$ cat config.mk
export PLATFORM = sky130hd
export DESIGN_NAME = height_color_gradient
export DESIGN_NICKNAME = d
export VERILOG_FILES = /design/src/rtl/core/hcg_pkg.sv /design/src/rtl/core/height_color_gradient.sv
export SDC_FILE = /design/constraint.sdc
export NUM_CORES = 2
export LEC_CHECK = 0
export CAP_MARGIN = 20
export CORE_MARGIN = 3
export CORE_UTILIZATION = 65
export DETAILED_ROUTE_END_ITERATION = 8
export DONT_BUFFER_PORTS = 1
export GPL_TIMING_DRIVEN = 1
export PLACE_DENSITY = 0.78
export RECOVER_POWER = 50
export SETUP_SLACK_MARGIN = 0.15
export SLEW_MARGIN = 0
export SYNTH_ARGS = -nofsm -noshare
export SYNTH_HDL_FRONTEND = slang
export SYNTH_SLANG_ARGS = --single-unit
$ cat constraint.sdc
create_clock -name clk -period 6.1 [get_ports clk]
set_input_delay 0.305 -clock clk [delete_from_list [all_inputs] [get_ports clk]]
set_output_delay 0.305 -clock clk [all_outputs]
set_load 0.005 [all_outputs]
$ cat src/rtl/core/hcg_pkg.sv
// Package for the height colour gradient: stop colours, special colours and result classes.
`default_nettype none
package hcg_pkg;

  localparam int HEIGHT_WIDTH_DEF = 16;
  localparam int FRAC_BITS_DEF    = 16;

  localparam logic [23:0] COLOR_WHITE  = 24'hFFFFFF;
  localparam logic [23:0] COLOR_BLUE   = 24'h0000FF;
  localparam logic [23:0] COLOR_GREEN  = 24'h00FF00;
  localparam logic [23:0] COLOR_YELLOW = 24'hFFFF00;
  localparam logic [23:0] COLOR_ORANGE = 24'hFFA500;
  localparam logic [23:0] COLOR_RED    = 24'hFF0000;

  localparam logic [2:0] STOP_BLUE   = 3'd0;
  localparam logic [2:0] STOP_GREEN  = 3'd1;
  localparam logic [2:0] STOP_YELLOW = 3'd2;
  localparam logic [2:0] STOP_ORANGE = 3'd3;
  localparam logic [2:0] STOP_RED    = 3'd4;

  // what the pipeline does with an item
  typedef enum logic [1:0] {
    CLS_BLEND,
    CLS_WHITE,
    CLS_BLUE,
    CLS_RED
  } cls_t;

  function automatic logic [23:0] stop_color(input logic [2:0] idx);
    logic [23:0] c;
    unique case (idx)
      STOP_BLUE:   c = COLOR_BLUE;
      STOP_GREEN:  c = COLOR_GREEN;
      STOP_YELLOW: c = COLOR_YELLOW;
      STOP_ORANGE: c = COLOR_ORANGE;
      STOP_RED:    c = COLOR_RED;
      default:     c = COLOR_RED;
    endcase
    return c;
  endfunction

endpackage
`default_nettype wire

$ cat src/rtl/core/height_color_gradient.sv
// Top level: pipelined height to RGB colour gradient with APB range registers.
//
//  channel | direction | transfer when                         | payload
//  in_     | slave     | in_tvalid & in_tready                 | height
//  out_    | master    | out_tvalid & out_tready               | rgb_color
//  cfg_    | APB       | cfg_psel & cfg_penable & cfg_pwrite   | height_min @0, height_max @4
//
// One item per cycle sustained while the output is not stalled; the pipeline depth is set by the
// restoring divider that resolves one quotient bit per stage.
// Synchronous active-low reset clears valid bits and the range registers.
// Each stage moves when empty or when the stage after it moves, so bubbles
// collapse under an output stall and nothing is lost or repeated.
`default_nettype none
module height_color_gradient
  import hcg_pkg::*;
#(
  parameter int HEIGHT_WIDTH = HEIGHT_WIDTH_DEF,
  parameter int FRAC_BITS    = FRAC_BITS_DEF,
  localparam int IN_TW       = ((HEIGHT_WIDTH + 7) / 8) * 8
) (
  input  wire logic             clk,
  input  wire logic             rst_n,
  input  wire logic             in_tvalid,
  output logic                  in_tready,
  input  wire logic [IN_TW-1:0] in_tdata,    // [HEIGHT_WIDTH-1:0] height
  output logic                  out_tvalid,
  input  wire logic             out_tready,
  output logic [23:0]           out_tdata,   // [23:0] rgb_color
  input  wire logic             cfg_psel,
  input  wire logic             cfg_penable,
  input  wire logic             cfg_pwrite,
  input  wire logic [2:0]       cfg_paddr,
  input  wire logic [31:0]      cfg_pwdata,
  output logic [31:0]           cfg_prdata,
  output logic                  cfg_pready
);

  localparam int DW  = HEIGHT_WIDTH + 1;   // differences and magnitudes
  localparam int PW  = FRAC_BITS + 8;      // channel delta times fraction
  localparam int NST = FRAC_BITS + 4;      // pipeline depth
  localparam int ST_DIV  = 2;
  localparam int ST_MULT = FRAC_BITS + 2;
  localparam int ST_OUT  = FRAC_BITS + 3;

  // ---------------- configuration ----------------
  logic signed [HEIGHT_WIDTH-1:0] hmin_r, hmax_r;
  logic                           cfg_wr;

  assign cfg_pready = 1'b1;
  assign cfg_wr     = cfg_psel & cfg_penable & cfg_pwrite & cfg_pready;

  always_ff @(posedge clk) begin
    if (!rst_n) begin
      hmin_r <= '0;
      hmax_r <= '0;
    end else if (cfg_wr) begin
      if (cfg_paddr[2]) begin
        hmax_r <= cfg_pwdata[HEIGHT_WIDTH-1:0];
      end else begin
        hmin_r <= cfg_pwdata[HEIGHT_WIDTH-1:0];
      end
    end
  end

  assign cfg_prdata = cfg_paddr[2] ? 32'(hmax_r) : 32'(hmin_r);

  // ---------------- flow control ----------------
  logic [NST-1:0] v_r;
  logic [NST:0]   adv;

  assign adv[NST] = out_tready;
  for (genvar k = 0; k < NST; k++) begin : g_adv
    assign adv[k] = !v_r[k] || adv[k+1];
  end

  always_ff @(posedge clk) begin
    if (!rst_n) begin
      v_r <= '0;
    end else begin
      if (adv[0]) begin
        v_r[0] <= in_tvalid;
      end
      for (int k = 1; k < NST; k++) begin
        if (adv[k]) begin
          v_r[k] <= v_r[k-1];
        end
      end
    end
  end

  assign in_tready  = adv[0];
  assign out_tvalid = v_r[ST_OUT];

  // ---------------- stage 0: differences ----------------
  logic signed [DW-1:0] num_r, den_r;
  logic signed [DW-1:0] z_ext, lo_ext, hi_ext;

  assign z_ext  = DW'($signed(in_tdata[HEIGHT_WIDTH-1:0]));
  assign lo_ext = DW'(hmin_r);
  assign hi_ext = DW'(hmax_r);

  always_ff @(posedge clk) begin
    if (adv[0]) begin
      num_r <= z_ext - lo_ext;
      den_r <= hi_ext - lo_ext;
    end
  end

  // ---------------- stage 1: magnitudes and class ----------------
  logic [DW-1:0] unum, uden, unum_r, uden_r;
  cls_t          cls, cls_r;

  always_comb begin
    unum = num_r[DW-1] ? DW'(-num_r) : DW'(num_r);
    uden = den_r[DW-1] ? DW'(-den_r) : DW'(den_r);
    priority if (den_r == '0) begin
      cls = CLS_WHITE;
    end else if (num_r != '0 && (num_r[DW-1] != den_r[DW-1])) begin
      cls = CLS_BLUE;    // position below zero
    end else if (unum >= uden) begin
      cls = CLS_RED;     // position at or above one
    end else begin
      cls = CLS_BLEND;
    end
  end

  always_ff @(posedge clk) begin
    if (adv[1]) begin
      unum_r <= unum;
      uden_r <= uden;
      cls_r  <= cls;
    end
  end

  // ---------------- stages 2..: restoring divider, one bit each ----------------
  // remainder starts below the divisor, so the quotient is pure fraction
  logic [DW-1:0]        rem_r [FRAC_BITS];
  logic [DW-1:0]        dsr_r [FRAC_BITS];
  logic [FRAC_BITS-1:0] quo_r [FRAC_BITS];
  cls_t                 dcl_r [FRAC_BITS];

  for (genvar i = 0; i < FRAC_BITS; i++) begin : g_div
    logic [DW-1:0]        rem_in, dsr_in;
    logic [FRAC_BITS-1:0] quo_in;
    cls_t                 cls_in;
    logic [DW:0]          shl, dif;
    logic                 ge;

    if (i == 0) begin : g_first
      assign rem_in = unum_r;
      assign dsr_in = uden_r;
      assign quo_in = '0;
      assign cls_in = cls_r;
    end else begin : g_next
      assign rem_in = rem_r[i-1];
      assign dsr_in = dsr_r[i-1];
      assign quo_in = quo_r[i-1];
      assign cls_in = dcl_r[i-1];
    end

    assign shl = {rem_in, 1'b0};
    assign dif = shl - {1'b0, dsr_in};
    assign ge  = !dif[DW];

    always_ff @(posedge clk) begin
      if (adv[ST_DIV+i]) begin
        rem_r[i] <= ge ? dif[DW-1:0] : shl[DW-1:0];
        dsr_r[i] <= dsr_in;
        quo_r[i] <= {quo_in[FRAC_BITS-2:0], ge};
        dcl_r[i] <= cls_in;
      end
    end
  end

  // ---------------- segment select and channel products ----------------
  logic [FRAC_BITS-1:0] pos, frac;
  logic [1:0]           seg;
  logic [23:0]          c_lo, c_hi;
  logic [7:0]           ch_lo [3];
  logic [7:0]           ch_hi [3];
  logic [7:0]           ch_d  [3];
  logic                 ch_up [3];
  logic [PW-1:0]        prod_r [3];
  logic [7:0]           base_r [3];
  logic                 up_r   [3];
  cls_t                 mcl_r;

  assign pos  = quo_r[FRAC_BITS-1];
  assign seg  = pos[FRAC_BITS-1 -: 2];
  assign frac = {pos[FRAC_BITS-3:0], 2'b00};
  assign c_lo = stop_color({1'b0, seg});
  assign c_hi = stop_color({1'b0, seg} + 3'd1);

  always_comb begin
    for (int c = 0; c < 3; c++) begin
      ch_lo[c] = c_lo[8*c +: 8];
      ch_hi[c] = c_hi[8*c +: 8];
      ch_up[c] = ch_hi[c] >= ch_lo[c];
      ch_d[c]  = ch_up[c] ? (ch_hi[c] - ch_lo[c]) : (ch_lo[c] - ch_hi[c]);
    end
  end

  always_ff @(posedge clk) begin
    if (adv[ST_MULT]) begin
      for (int c = 0; c < 3; c++) begin
        prod_r[c] <= PW'(ch_d[c]) * PW'(frac);
        base_r[c] <= ch_lo[c];
        up_r[c]   <= ch_up[c];
      end
      mcl_r <= dcl_r[FRAC_BITS-1];
    end
  end

  // ---------------- blend and output register ----------------
  logic [PW:0]  rnd   [3];
  logic [23:0]  blend;
  logic [23:0]  color;
  logic [23:0]  out_tdata_r;

  always_comb begin
    for (int c = 0; c < 3; c++) begin
      // falling channel rounds the step up so the floor applies to the value
      rnd[c] = {1'b0, prod_r[c]} + {{9{1'b0}}, {FRAC_BITS{1'b1}}};
      blend[8*c +: 8] = up_r[c] ? (base_r[c] + prod_r[c][PW-1:FRAC_BITS])
                                : (base_r[c] - rnd[c][FRAC_BITS+7:FRAC_BITS]);
    end
    unique case (mcl_r)
      CLS_WHITE: color = COLOR_WHITE;
      CLS_BLUE:  color = COLOR_BLUE;
      CLS_RED:   color = COLOR_RED;
      default:   color = blend;
    endcase
  end

  always_ff @(posedge clk) begin
    if (adv[ST_OUT]) begin
      out_tdata_r <= color;
    end
  end

  assign out_tdata = out_tdata_r;

endmodule
`default_nettype wire

## Yosys cells after proc, flatten, opt, wreduce, memory -nomap -nowiden

Memory sizes are Yosys's and may differ from the RTL's. A register that Yosys moved wholly into a read port is not among the register bits.
Cells that the tools add are included.
Widths: inputs -> output; s select.

| storage, ports and cells | value |
|---|---|
| flip-flop bits (word level) | 146 |
| memories | 7 |
| word-level logic and storage cells | 218 |
| memory bits (writable) | 925 |
| output and inout port bits | 59 |

| cells by class | value |
|---|---|
| multiply operators | 3 |
| magnitude comparators | 4 |
| reduce and logical (&&, ||, !) cells | 63 |
| bitwise logic cells | 3 |
| $add $sub $neg | 36 |
| mux-type cells | 64 |
| equal/unequal tests | 10 |

Memories:

| memory | words | width | read ports | clocked after Yosys merged registers in | wr ports | line | RTL |
|---|---|---|---|---|---|---|---|
| dsr_r | 16 | 17 | 15 | 0 | 16 | height_color_gradient.sv:138 | `logic [DW-1:0] dsr_r [FRAC_BITS];` |
| rem_r | 16 | 17 | 15 | 0 | 16 | height_color_gradient.sv:137 | `logic [DW-1:0] rem_r [FRAC_BITS];` |
| quo_r | 16 | 16 | 16 | 0 | 16 | height_color_gradient.sv:139 | `logic [FRAC_BITS-1:0] quo_r [FRAC_BITS];` |
| prod_r | 3 | 22 | 3 | 0 | 3 | height_color_gradient.sv:183 | `logic [PW-1:0] prod_r [3];` |
| dcl_r | 16 | 2 | 16 | 1 | 16 | height_color_gradient.sv:140 | `cls_t dcl_r [FRAC_BITS];` |
| base_r | 3 | 8 | 3 | 0 | 3 | height_color_gradient.sv:184 | `logic [7:0] base_r [3];` |
| +1 memories | n/a | n/a | n/a | n/a | n/a | n/a |  |

Operators with widths:

| cell | number |
|---|---|
| $mux 17 | 18 |
| $sub 18x17->18 | 16 |
| $pmux 24 s4 | 2 |
| $add 24x16->24 const B | 3 |
| $pmux 24 s3 | 1 |
| $sub 8x8->8 | 9 |
| $mul 8x14->22 | 3 |
| $mux 8 | 6 |
| $logic_not 1->1 | 36 |
| $mux 1 | 34 |
| $neg 17->17 | 2 |
| $sub 16x16->17 | 2 |
| $mux 32 | 1 |
| $add 8x8->8 | 3 |
| $ge 8x8->1 | 3 |
| $logic_or 1x1->1 | 20 |
| $ge 17x17->1 | 1 |
| $logic_not 17->1 | 1 |
| $reduce_bool 17->1 | 1 |
| $eq 2x2->1 const B | 4 |
| $eq 3x2->1 const B | 2 |
| $eq 2x1->1 const B | 2 |
| $mux 2 | 2 |
| $reduce_and 2->1 | 2 |
| other kinds (8) | 9 |

## Logic depth before layout (Yosys ltp)

| depth | value |
|---|---|
| depth in word-level cells | 21 |
| mapped depth | 24 |
| gate-level depth less buffers | 22 |

## Worst setup path before layout

No wires, ideal clock.

| timing | value |
|---|---|
| path type | flip-flop to flip-flop |
| from | mem quo_r[1][127] (netlist name) |
| to | mem prod_r[0][63] (netlist name), data pin |
| clock period less this slack | 5.650 ns |
| data required time | 5.842 ns |
| path buffers | 2 |
| data arrival time | 5.392 ns |
| setup slack | 0.450 ns |
| cell stages (with the launch flop) | 19 |
| setup time | 0.258 ns |
| cells stage by stage | edfxtp_1 -> inv_1 -> ha_1 -> clkbuf_1 -> buf_1 -> nand2_1 -> inv_1 -> fa_1 -> fa_1 -> fa_1 -> fa_1 -> ha_1 -> or3_1 -> o211a_1 -> or3_1 -> o31a_1 -> a41oi_1 -> nor2b_1 -> xnor2_1 |

RTL lines:

| item | line |
|---|---|
| from (decl) | height_color_gradient.sv:139 |
| to (decl) | height_color_gradient.sv:183 |

==> results.cfg <==
[worst_setup_path]
cp-end-kind = register
path_max_fanout = 12
r2r-start = quo_r[1][126]
regToRegSetupSlack_ns = 0.24
path_class = reg -> reg
critical_path_required_ns = 6.48
worst_setup_path_start_kind = register
rr_endpoint = prod_r[0][21]
cp.arrival_ns = 6.24
reg2reg_depth = 19

[synthesis]
ys_types = 78
synthAdderAreaFrac = 0.188
syn_inst = 4743
synth_compound_area_frac = 0.0964
synth_fp_nets = 5504
synth.largest_area_cell = edfxtp_1
synthArstFlopShare = 0
synth_top_flop_cell = edfxtp_1
ys_seq_area_frac = 0.472
synth_area_per_cell_um2 = 11.8
ys_ff_latch = 899
synth_mux_area_frac = 0.0487
synth.top_cell.area_share = 0.453
netlist_area_um2 = 56100
synth_area_leaders = edfxtp_1 45%, ha_1 10%, fa_1 8.5%
synth_warnings = 0
synth_xor_area_frac = 0.0546
synth-simple-area-share = 0.0869
synth-edff-count = 847
synth_top_family_by_area = adder cells

[timing]
setup_viol = 0
relSlewSlack = -1.11
max_freq_ghz = 0.171
fin_crit_ns = 5.86
slew_viol_final = 333
grt_setup_unrepaired = yes
skew_ns = 0.0424
finalHoldViolCount = 0
period_share = 0.961
final.setup.worst_slack_ns = 0.240
tightestPinTransition_ns = 3.16

[die]
boundaryPins = 117
start_util = 0.657
die_w_um = 300
placeableCoreArea_um2 = 85400
die_h_um = 300
num_rows = 107
dieArea_um2 = 89900

[detailed_routing]
via_count = 34420
first_iter_violations = 1766
routed_wl_um = 102000
via_per_inst = 5.68
firstDrtPassIters = 6
drtAntennaViolNets = 0
drc = 0
wl_per_cell_um = 16.8

[placement]
place_ws_ns = 0.100
place_area_um2 = 57500
gp_congestion = 0.891
numPortBuffers = 0
place_hpwl_um = 76400

[hold_path]
hold_start = cfg_paddr[2]
hold_path_class = in -> reg
hold_path_end = hmax_r[2]
hold_depth = 4

[clocking]
cts_buffer_depth = 3
cts-buffers-inserted = 94
cts_num_sinks = 899
cts_tree = yes
clkLatencyLatePin_ns = 0.67
clk_pin_slew_ns = 0.06
cts_root_buffer = clkbuf_16
htree_levels = 3

[grt]
grt.total_usage = 0.226
grt.overflow.total = 0
grt_pass1_wl_um = 167000
grt_max_degree = 76
antenna_found_initial = 1
grt_pass1_vias = 34702

[outcome]
outcome = complete, but fails checks
violations = capacitance limit, slew limit

[finish]
layout_commonest_cell = edfxtp_1
fin_nets = 5598
n_fill_cell = 5765
drive_gt1_frac = 0.0995
antenna_cells = 0
final_cell_area_um2 = 61200
layout_common_cells = 847 x edfxtp_1, 685 x inv_1, 464 x ha_1
area_delta_synth_final_pct = 9.00

[run]
drv_cap = 8
metal layers:
| metal | GRT usage | vias to the layer above | routed length (um) |
|---|---|---|---|
| met5 | 0 | - | 0 |
| met1 | 0.264 | 16632 | 40500 |
| met4 | 0.0979 | 0 | 4390 |
| met3 | 0.0284 | 290 | 3270 |
| li1 | - | 16837 | - |
| met2 | 0.419 | 661 | 53600 |
critical path, stage by stage, from the launching register on:
cell and delay [ns]:
edfxtp_1 0.49, inv_2 0.16, ha_4 0.21, buf_4 0.19, nand2_1 0.18, inv_4 0.16
fa_1 0.46, fa_1 0.57, fa_1 0.43, fa_1 0.44, ha_1 0.34, nor2b_1 0.15
a31o_2 0.23, o211ai_1 0.27, a31oi_1 0.17, and4_1 0.24, a2111oi_1 0.45, buf_4 0.20
o2bb2ai_1 0.12, xnor2_1 0.10
timing repair:
item / in CTS / in global routing
gates resized for setup: 2 / 16
hold endpoints to repair: 56 / 6
pin swaps: 0 / 1
endpoints found under the setup margin: 4 / 12
setup buffers: 0 / 0
hold buffers: 24 / 1
synthesized netlist by cell type (all sizes together) (27+ instances only):
cell type	instances
a211oi	45
a21boi	57
a21o	45
a21oi	192
and2	44
buf	37
clkbuf	34
dfxtp	52
edfxtp	847
fa	237
ha	466
inv	693
mux2	207
mux2i	29
nand2	268
nand2b	48
nand3	42
nor2	281
nor2b	88
nor3	92
o21a	104
o21ai	131
o21bai	27
o31a	27
or3	53
xnor2	252
xor2	91
layout make-up:
class / count / area [um^2] / area share
Tap cell: 1144 / 1430 / 0.0234
Inverter: 693 / 2600 / 0.0425
Clock inverter: 61 / 791 / 0.0129
Sequential cell: 899 / 26500 / 0.433
Multi-Input combinational cell: 3080 / 26700 / 0.437
Clock buffer: 112 / 2520 / 0.0412
Timing Repair Buffer: 69 / 629 / 0.0103
per-stage QoR:
step / cells / hold slack, ns / setup TNS [ns] / util
2_1_floorplan: 4743 / 0.400 / 0 / -
4_1_cts: 6049 / 0.00602 / 0 / 0.715
5_1_grt: 6058 / 0.0242 / -0.0669 / 0.716
3_3_place_gp: 5849 / 0.400 / 0 / 0.673
6_report: 6058 / 0.0276 / 0 / 0.716
3_5_place_dp: 5852 / 0.405 / 0 / 0.673
state kept, by name (all words and copies together) (netlist names), 20 cells and up:
register and flops:
dcl_r 32, dsr_r 255, out_tdata 24, prod_r 66, quo_r 136, rem_r 255
v_r 20
kinds of logic after synthesis:
| logic type | Yosys count |
|---|---|
| simple gates | 1010 |
| other cells | 1 |
| mux | 236 |
| fa+ha+maj | 703 |
| compound gates | 787 |
| xor+xnor | 343 |
| flops | 899 |
| buf+inv | 764 |
worst max-delay path by stage:
stage / cells past startpoint / start / end / slack, ns
2_1_floorplan: 18 / quo_r[1][127] / prod_r[0][63] / 0.45
3_3_place_gp: 19 / quo_r[1][126] / prod_r[0][21] / 0.22
3_5_place_dp: 19 / quo_r[1][126] / prod_r[0][21] / 0.10
4_1_cts: 19 / quo_r[1][126] / prod_r[0][21] / 0.10
5_1_grt: 19 / quo_r[1][126] / prod_r[0][21] / -0.07
6_report: 19 / quo_r[1][126] / prod_r[0][21] / 0.24
Power is not shown: default switching activity piles up to over one toggle a cycle in this logic, so the estimate is an artifact.
